===== src/rtl/smq_pkg.sv =====
// Shared types and constants for the segment marquee scroller.
package smq_pkg;

  localparam int MSG_LEN_W = 7;
  localparam int CFG_W     = 7;
  localparam int CFG_IDX_W = 2;
  localparam int SEG_W     = 8;

  localparam logic [SEG_W-1:0] DP_MASK = 8'h80;

  typedef enum logic [1:0] {
    MODE_LOAD,
    MODE_RESTART,
    MODE_ADVANCE,
    MODE_RENDER
  } mode_t;

  typedef enum logic [CFG_IDX_W-1:0] {
    CFG_MSG_LEN,
    CFG_SCROLL_REVERSE,
    CFG_DP_ENABLE,
    CFG_COUNT_PASSES
  } cfg_idx_t;

  typedef enum logic [1:0] {
    S_IDLE,
    S_MOD,
    S_READ
  } state_t;

endpackage


===== src/rtl/smq_ram.sv =====
// Generic single-write, single-read synchronous RAM with registered read.
module smq_ram #(
  parameter int WIDTH = 8,
  parameter int DEPTH = 64
) (
  input  logic                     clk,
  input  logic                     we,
  input  logic [$clog2(DEPTH)-1:0] waddr,
  input  logic [WIDTH-1:0]         wdata,
  input  logic [$clog2(DEPTH)-1:0] raddr,
  output logic [WIDTH-1:0]         rdata
);

  logic [WIDTH-1:0] mem [DEPTH];

  always_ff @(posedge clk) begin
    if (we) begin
      mem[waddr] <= wdata;
    end
    rdata <= mem[raddr];
  end

endmodule


===== src/rtl/segment_marquee_scroller.sv =====
// Segment marquee scroller: message RAMs, scroll position and render sequencer.
//
// Load, restart and advance commands leave busy low. A render holds busy
// high while it runs in two phases, where VW is the width of the scroll
// position (7 at the default depth of 64): a one-bit-per-cycle remainder
// step over the VW position bits that folds the position into the wrapped
// length, then one RAM read per digit, as both message RAMs have a single
// read port. The DIGITS bytes then come out on consecutive cycles, each
// marked by strobe for one cycle; the receiver cannot stall them, and the
// next command may be started on the cycle of the last byte.
module segment_marquee_scroller
  import smq_pkg::*;
#(
  parameter int MSG_DEPTH = 64,
  parameter int DIGITS    = 8
) (
  input  logic                 clk,
  input  logic                 rst,
  input  logic                 start,
  output logic                 busy,
  input  logic [1:0]           mode,
  input  logic [5:0]           entry_index,
  input  logic [7:0]           seg_value,
  input  logic                 dp_flag,
  input  logic                 cfg_we,
  input  logic [CFG_IDX_W-1:0] cfg_index,
  input  logic [CFG_W-1:0]     cfg_data,
  output logic                 strobe,
  output logic [2:0]           digit_index,
  output logic [7:0]           segments,
  output logic                 last,
  output logic [7:0]           pass_total
);

  localparam int AW      = $clog2(MSG_DEPTH);
  localparam int MAX_LEN = (MSG_DEPTH < 127) ? MSG_DEPTH : 127;
  localparam int LW      = $clog2(MAX_LEN + 1);
  localparam int VW      = $clog2(MAX_LEN + 3);
  localparam int BW      = $clog2(VW);
  localparam int DW      = $clog2(DIGITS);

  // configuration
  logic [MSG_LEN_W-1:0] msg_len;
  logic                 scroll_reverse;
  logic                 dp_enable;
  logic                 count_passes;

  // scroll state
  logic [VW-1:0] position;
  logic [7:0]    pass_count;

  // render sequencer
  state_t        state, state_next;
  logic [VW-1:0] rem;
  logic [BW-1:0] bcnt;
  logic [VW-1:0] idx;
  logic [DW-1:0] dcnt;

  // read stage
  logic          rd_valid;
  logic [DW-1:0] rd_digit;
  logic          rd_inrange;
  logic          rd_dotok;

  logic [SEG_W-1:0] seg_q;
  logic             dot_q;

  logic            accept;
  logic            load_we;
  logic            mod_step;
  logic            issue;
  logic [LW-1:0]   eff_len;
  logic [VW-1:0]   virt;
  logic [VW:0]     shifted;
  logic [VW-1:0]   rem_next;
  logic [VW-1:0]   idx_inc;
  logic [VW-1:0]   rev;
  logic [AW-1:0]   seg_addr;
  logic [AW-1:0]   dot_addr;
  logic [AW-1:0]   load_addr;
  logic            load_inrange;
  logic [SEG_W-1:0] seg_out;

  assign accept = start && !busy;
  assign busy   = (state != S_IDLE) || rd_valid;

  always_comb begin
    if (32'(msg_len) > MSG_DEPTH) begin
      eff_len = LW'(MSG_DEPTH);
    end else begin
      eff_len = LW'(msg_len);
    end
  end

  assign virt     = VW'(eff_len) + VW'(2);
  assign shifted  = {rem, position[bcnt]};
  assign rem_next = (shifted >= {1'b0, virt}) ? VW'(shifted - {1'b0, virt}) : VW'(shifted);
  assign idx_inc  = ((idx + VW'(1)) == virt) ? '0 : idx + VW'(1);
  assign rev      = VW'(eff_len) - VW'(1) - idx;

  assign load_addr    = AW'(entry_index);
  assign load_inrange = 32'(entry_index) < MSG_DEPTH;
  assign seg_addr     = scroll_reverse ? AW'(rev) : AW'(idx);
  assign dot_addr     = scroll_reverse ? AW'(rev - VW'(1)) : AW'(idx);

  // next state
  always_comb begin
    state_next = state;
    unique case (state)
      S_IDLE: begin
        if (accept && (mode_t'(mode) == MODE_RENDER)) begin
          state_next = S_MOD;
        end
      end
      S_MOD: begin
        if (bcnt == '0) begin
          state_next = S_READ;
        end
      end
      S_READ: begin
        if (dcnt == DW'(DIGITS - 1)) begin
          state_next = S_IDLE;
        end
      end
    endcase
  end

  // sequencer controls
  always_comb begin
    load_we  = 1'b0;
    mod_step = 1'b0;
    issue    = 1'b0;
    unique case (state)
      S_IDLE: load_we  = accept && (mode_t'(mode) == MODE_LOAD) && load_inrange;
      S_MOD:  mod_step = 1'b1;
      S_READ: issue    = 1'b1;
    endcase
  end

  always_ff @(posedge clk) begin
    if (rst) begin
      msg_len        <= '0;
      scroll_reverse <= 1'b0;
      dp_enable      <= 1'b0;
      count_passes   <= 1'b0;
    end else if (cfg_we) begin
      unique case (cfg_idx_t'(cfg_index))
        CFG_MSG_LEN:        msg_len        <= cfg_data;
        CFG_SCROLL_REVERSE: scroll_reverse <= cfg_data[0];
        CFG_DP_ENABLE:      dp_enable      <= cfg_data[0];
        CFG_COUNT_PASSES:   count_passes   <= cfg_data[0];
      endcase
    end
  end

  always_ff @(posedge clk) begin
    if (rst) begin
      position   <= '0;
      pass_count <= '0;
    end else if (accept) begin
      case (mode_t'(mode))
        MODE_RESTART: position <= '0;
        MODE_ADVANCE: begin
          if (!scroll_reverse) begin
            if (({1'b0, position} + (VW+1)'(1)) >= {1'b0, virt}) begin
              position <= '0;
            end else begin
              position <= position + VW'(1);
            end
          end else if (position == '0) begin
            position <= virt - VW'(1);
          end else begin
            position <= position - VW'(1);
          end
          if (count_passes) begin
            pass_count <= pass_count + 8'd1;
          end
        end
        default: ;
      endcase
    end
  end

  always_ff @(posedge clk) begin
    if (rst) begin
      state    <= S_IDLE;
      rd_valid <= 1'b0;
      strobe   <= 1'b0;
      last     <= 1'b0;
    end else begin
      state    <= state_next;
      rd_valid <= issue;
      strobe   <= rd_valid;
      last     <= rd_valid && (rd_digit == DW'(DIGITS - 1));
    end
  end

  always_ff @(posedge clk) begin
    if (accept) begin
      rem  <= '0;
      bcnt <= BW'(VW - 1);
    end else if (mod_step) begin
      rem  <= rem_next;
      bcnt <= bcnt - BW'(1);
      if (bcnt == '0) begin
        idx  <= rem_next;
        dcnt <= '0;
      end
    end else if (issue) begin
      idx  <= idx_inc;
      dcnt <= dcnt + DW'(1);
    end
    rd_digit   <= dcnt;
    rd_inrange <= idx < VW'(eff_len);
    rd_dotok   <= dp_enable && (!scroll_reverse || (rev != '0));
  end

  always_comb begin
    seg_out = '0;
    if (rd_inrange) begin
      seg_out = seg_q | ((rd_dotok && dot_q) ? DP_MASK : '0);
    end
  end

  always_ff @(posedge clk) begin
    digit_index <= 3'(rd_digit);
    segments    <= seg_out;
  end

  assign pass_total = pass_count;

  smq_ram #(
    .WIDTH(SEG_W),
    .DEPTH(MSG_DEPTH)
  ) u_seg_ram (
    .clk  (clk),
    .we   (load_we),
    .waddr(load_addr),
    .wdata(seg_value),
    .raddr(seg_addr),
    .rdata(seg_q)
  );

  smq_ram #(
    .WIDTH(1),
    .DEPTH(MSG_DEPTH)
  ) u_dot_ram (
    .clk  (clk),
    .we   (load_we),
    .waddr(load_addr),
    .wdata(dp_flag),
    .raddr(dot_addr),
    .rdata(dot_q)
  );

endmodule


===== config.mk =====
export PLATFORM = sky130hd
export DESIGN_NAME = segment_marquee_scroller
export DESIGN_NICKNAME = d
export VERILOG_FILES = /design/src/rtl/smq_pkg.sv /design/src/rtl/smq_ram.sv /design/src/rtl/segment_marquee_scroller.sv
export SDC_FILE = /design/constraint.sdc
export NUM_CORES = 1
export LEC_CHECK = 0
export BUFFER_PORTS_ARGS = -buffer_cell sky130_fd_sc_hd__buf_2
export CAP_MARGIN = 20
export CORE_MARGIN = 3
export CORE_UTILIZATION = 37
export DETAILED_ROUTE_END_ITERATION = 10
export PLACE_DENSITY_LB_ADDON = 0.25
export SYNTH_ARGS = -nofsm -noshare
export SYNTH_HDL_FRONTEND = slang
export SYNTH_HIERARCHICAL = 1
export SYNTH_SLANG_ARGS = --single-unit

===== constraint.sdc =====
create_clock -name clk -period 4.6 [get_ports clk]
set_input_delay 0.23 -clock clk [delete_from_list [all_inputs] [get_ports clk]]
set_output_delay 0.23 -clock clk [all_outputs]
set_load 0.01 [all_outputs]

; ---- Yosys cells after proc, flatten, opt, wreduce, memory -nomap -nowiden
; Memories as Yosys holds them, arrays and structs flattened. A register that Yosys moved wholly into a read port is not among the register bits.
; Index checks and enable logic that the tools add are counted.
[classes]
n_bitwise = 2
eq_ne = 15
addsub = 13
magnitude_cmp = 5
n_mux = 27
reduce_logical = 27
[op_table]
columns = operator, count
row1 = 2-to-1 mux 7 bit, 9
row2 = "subtractor 7 x 1 -> 7 bit, second input constant", 3
row3 = greater-or-equal comparator 8 x 7 -> 1 bit, 2
row4 = "adder 7 x 1 -> 7 bit, second input constant", 2
row5 = one-hot mux 7 bit (2 select lines), 1
row6 = subtractor 7 bit, 2
row7 = 2-to-1 mux 6 bit, 2
row8 = "== test 2 bit, second input constant", 5
row9 = AND reduction 2 bit, 5
row10 = 2-to-1 mux 3 bit, 3
row11 = AND reduction 3 bit, 3
row12 = "adder 7 x 1 -> 8 bit, second input constant", 1
row13 = "adder 8 x 1 -> 8 bit, second input constant", 1
row14 = 2-to-1 mux 8 bit, 1
row15 = OR 8 bit, 1
row16 = "adder 7 x 2 -> 7 bit, second input constant", 1
row17 = == test 7 bit, 1
row18 = "> comparator 7 bit, second input constant", 1
row19 = zero test 7 bit, 1
row20 = less-than comparator 7 bit, 1
row21 = nonzero test 7 bit, 1
row22 = "== test 2 x 1 -> 1 bit, second input constant", 3
row23 = "== test 3 bit, second input constant", 2
row24 = logical AND 1 bit, 6
row25 = 16 further kinds, 31
[word_totals]
wordCells = 110
n_memories = 2
inputBits = 30
register_bits = 66
mem_bits_rw = 576
output_inout_bits = 22
[mem_list]
columns = name, words, word_bits, rd, rd_ports_with_merged_regs, wr, line_no
row1 = u_seg_ram.mem, 64, 8, 1, 1, 1, smq_ram.sv:14  ; logic [WIDTH-1:0] mem [DEPTH];
row2 = u_dot_ram.mem, 64, 1, 1, 1, 1, smq_ram.sv:14

; ---- Depth between registers and ports, before layout
[logic_depth]
ltp_word = 8
ltp_mapped = 15
ltp_nobuf = 13

; ---- Modules after synthesis
; Netlist, hierarchy kept.
[by_module_without_submodules]
columns = mod, cells_per_inst, seq_area_each_um2, area_each_um2, n_inst
row1 = smq_ram (u_seg_ram), 940, 15534.9, 20166.8, 1
row2 = segment_marquee_scroller, 486, 1421.4, 4320.4, 1
row3 = smq_ram (u_dot_ram), 204, 1941.9, 2914.0, 1

; ---- Worst setup path after synthesis
; No wires, ideal clock.
[synth_timing]
kind = reg-to-reg
from = register msg_len[6]
to = register u_dot_ram.rdata (read register of u_dot_ram.mem)
period_less_slack_ns = 3.594
n_path_buf = 1
slack_ns = 1.006
required_ns = 4.483
setup_ns = 0.117
stages_incl_launch_ff = 12
arrival_ns = 3.477
cell_sequence = dfxtp_1 nor2b_1 ha_1 fa_1 inv_1 ha_1 a21oi_1 buf_6 mux4_2 mux4_2 or2_0 a32o_1
[synth_between]
elab_chain_len = 6
[synth_lines]
columns = item, line_no
row1 = "start, declared", segment_marquee_scroller.sv:43  ; logic [MSG_LEN_W-1:0] msg_len;
row2 = "start signal, assigned", segment_marquee_scroller.sv:148  ; CFG_MSG_LEN: msg_len <= cfg_data;
row3 = > comparator 7 bit, segment_marquee_scroller.sv:88  ; if (32'(msg_len) > MSG_DEPTH) begin
row4 = 2-to-1 mux 7 bit, segment_marquee_scroller.sv:88
row5 = subtractor 7 x 1 -> 7 bit, segment_marquee_scroller.sv:99  ; assign rev = VW'(eff_len) - VW'(1) - idx;
row6 = subtractor 7 bit, segment_marquee_scroller.sv:99
row7 = subtractor 6 x 1 -> 6 bit, segment_marquee_scroller.sv:104  ; assign dot_addr = scroll_reverse ? AW'(rev - VW'(1)) : AW'(idx);
row8 = 2-to-1 mux 6 bit, segment_marquee_scroller.sv:104
row9 = via dot_addr[1], segment_marquee_scroller.sv:79  ; logic [AW-1:0] dot_addr;
row10 = "end, declared", smq_ram.sv:11  ; output logic [WIDTH-1:0] rdata
; The timed path passes the listed nets, and every way through them passes these cells.
; A chain may end at the register's enable or synchronous reset.

; ---- Worst setup path after layout
[layout_timing]
from = register msg_len[6]
to = register u_seg_ram.rdata[0] (read register of u_seg_ram.mem)
[layout_between]
elab_chain_len = 5
[layout_lines]
columns = item, line_no
row1 = > comparator 7 bit, segment_marquee_scroller.sv:88
row2 = 2-to-1 mux 7 bit, segment_marquee_scroller.sv:88
row3 = subtractor 7 x 1 -> 7 bit, segment_marquee_scroller.sv:99
row4 = subtractor 7 bit, segment_marquee_scroller.sv:99
row5 = 2-to-1 mux 6 bit, segment_marquee_scroller.sv:103  ; assign seg_addr = scroll_reverse ? AW'(rev) : AW'(idx);
row6 = via seg_addr[3], segment_marquee_scroller.sv:78  ; logic [AW-1:0] seg_addr;
row7 = "end, declared", smq_ram.sv:11
; The timed path passes the listed nets, and every way through them passes these cells.

==> impl_results.md <==
* Run status: completed
* # rows at 99
* Fmax at 0.234 GHz
* Worst slew pin tran at 957 ps
* Met2 Wirelength at 30.7 mm
* Top cell type by total area after synthesis: edfxtp_1
* Top sig layer: met5
* Final WL at 65.5 mm
* Crit start category: register
* Layout net count at 1,851
* Worst min-delay path class: primary input to register
* First-pass DRT Iterations at 5
* Reg2Reg Setup Slack at 320 ps
* Main flop type after synthesis: edfxtp_1
* Starting Density at 37.4%
* Vias per inst at 5.42
* CTS Buffer Depth at 3
* Number of global-route vias before repair at 15,240
* WL/cell at 23.5 um
* Syn Area/Cell at 16.8 sq um
* Cell variety after synth at 79
* Syn. warnings at 6
* Total GRT Usage at 16.9%
* CP required at 5100 ps
* Hold_ws at 57.8 ps
* RD Place Congestion at 0.840
* Dpl ws at 366 ps
* First-pass GRT wire length at 98.3 mm
* RSZ-0062 raised after global routing: false
* Pwr per Cell Area at 499 nW/um^2
* Share of layout cells above drive strength 1 at 22.5%
* CP max FO at 21
* Vias at 15,129
* # fillers at 6,368
* Lkg Pwr at 0.0105 uW
* Final Hold Vio Count at 0
* Peak VDD IR at 0.222 mV
* Worst setup EP type: register
* Post-Syn Area at 27,400 sq um
* Synthesis-stage register bit count at 651
* Die area at 77,400 sq um
* H-tree depth at 3
* Postcts setup bufs at 0
* Most frequent cells in the layout: edfxtp_1 (586), nor2_1 (191), mux4_2 (137)
* Commonest non-fill, non-tap cell in the layout: edfxtp_1
* WS Path Type: register to register
* Setup Skew at 16.8 ps
* Net Count, Synth at 1,706
* Final routed DRC violation total at 0
* Worst setup path end: u_seg_ram/rdata[0]
* Reg2reg start: msg_len[6]
* Clock sink count at 651
* Ranking of synthesized cells by area: edfxtp_1 (64%), mux4_2 (11%), dfxtp_1 (4.7%)
* Clock-pin slew on the worst setup and hold paths at 60 ps
* Period utilisation layout at 93.0%
* Largest net degree at the start of global routing at 65
* I/O Pins at 52
* Max_slew headroom at 35.8%
* Seq/Total Area, Yosys at 69.0%
* Area grow syn2layout at 15.4%
* Die height at 278 um
* CP arrival at 4770 ps
* Synth top area share at 64.2%
* CP startpoint: msg_len[6]
* Slew Viols, Final at 0
* Max-cap violation count at 0
* Fraction of registers with async set/reset at 0%
* 1st-iter DRT viols at 1,548
* Setup total negative slack at 0 ps
* Root buf cell: clkbuf_16
* Clock Latency Late Sink at 620 ps
* IO buf count at 51
* Synth Instances at 1,630
* Metal3 WL at 4.35 mm
* Capturing point of the worst reg2reg path: u_seg_ram/rdata[0]
* Setup ws final at 321 ps
* DRT antenna net count at 0
* Die Wd at 278 um
* Met1 wire length at 29.0 mm
* Initial antenna violation count at 4
* R2R cell count at 15
* Hpwl dp at 41.7 mm
* Core box area at 73,200 sq um
* Inserted Clock Buffers at 70
* CTS tree: done
* EDFF count, synth at 586
* Final min period at 4280 ps
* Grt ovf at 0
* Final setup vio count at 0
metrics by stage:
stage / total power, uW / instances / area [sq um] / util, %
final: 15800 / 2790 / 31600 / 43.2
after CTS: 15900 / 2788 / 31600 / 43.1
after detailed placement: 10300 / 2651 / 29200 / 39.9
after global routing: 16400 / 2789 / 31600 / 43.2
after floorplan: 9230 / 1630 / 27400 / -
after global placement: 10300 / 2651 / 29200 / 39.9
synth_stat cells, types with 7 or more instances:
cell type  count
edfxtp_1     586
nor2_1       191
mux4_2       137
dfxtp_1       65
nand2_1       54
ha_1          44
mux2i_1       41
inv_1         38
nand3_1       38
clkbuf_1      35
nor2b_1       29
a21oi_1       28
xnor2_1       24
o21ai_0       23
nor3_1        20
nand2b_1      17
buf_2         14
buf_4         14
mux2_2        14
and3_1        12
o22ai_1       12
o21a_1        10
a211oi_1       9
and2_1         9
nand3b_1       9
o221ai_1       9
xor2_1         9
a221oi_1       8
a22oi_1        8
buf_1          7
mux4_1         7
nand4_1        7
o21ai_1        7
critical path: stages, from the launching register on:
cell	delay, ps
dfxtp_1	450
nand2b_1	370
inv_1	220
ha_1	330
a21o_1	160
a21oi_1	260
xnor2_1	270
nand2_1	160
o21ai_4	230
buf_16	240
buf_4	240
mux4_2	320
mux2i_1	230
o2111ai_1	400
nand2_1	190
o2bb2ai_1	70
how the worst min path moves through the flow:
| stage | cells after the start | to | slack [ps] | startpoint |
|---|---|---|---|---|
| final | 5 | dp_enable | 60 | cfg_index[1] |
| after global routing | 5 | dp_enable | 80 | cfg_index[1] |
| after CTS | 5 | dp_enable | 20 | cfg_index[1] |
| after detailed placement | 0 | digit_index[1] | 330 | rd_digit[1] |
| after global placement | 0 | digit_index[2] | 330 | rd_digit[2] |
| after floorplan | 0 | digit_index[0] | 320 | rd_digit[0] |
cell families (layout without fill, tap and decap cells):
group	count (synthesis)	count (layout)	share of synthesized area, %
DFF	651	651	69.0
other	0	1	0
xor gates and xnor gates	33	33	1.05
AOI/OAI and AO/OA	166	166	4.29
muxes	201	201	14.1
and+or+nand+nor	414	414	7.23
buffers and inverters	118	318	2.16
adders and majority gates	47	47	2.19
per-layer routing:
layer,track usage [%],up-vias
li1,-,6722
met1,23.9,7866
met2,26.6,442
met3,3.47,95
met4,5.17,4
met5,0,-
repair_timing:
item,4_1_cts,5_1_grt
gates resized for setup,0,0
hold buffers,10,0
endpoints found under the hold margin,10,0
flip-flops by register name, summed over array words and instances (netlist names), 7 cells and up:
signal / cells
position: 7
msg_len: 7
u_dot_ram/mem: 64
u_seg_ram/mem: 512
idx: 7
u_seg_ram/rdata: 8
segments: 8
pass_total: 8
rem: 7
power by group:
| part | internal (uW) | leakage [uW] | switching (uW) | total [uW] |
|---|---|---|---|---|
| registers | 6640 | 0.00580 | 107 | 6740 |
| clock network | 3230 | 0.00110 | 2320 | 5550 |
| logic | 1500 | 0.00358 | 1980 | 3470 |
| total | 11400 | 0.0105 | 4400 | 15800 |
cell type report:
type                    instances  area, sq um  area share, %
flip-flops and latches        651        18900           59.8
inverters                      40          150          0.475
clock buffers                  90         1870           5.91
clock inverters                37          393           1.24
well taps                     959         1200           3.80
diodes                          1         2.50        0.00792
multi-input cells             861         7980           25.2
repair buffers                151         1130           3.56
Power figures use the tool's default switching activity.
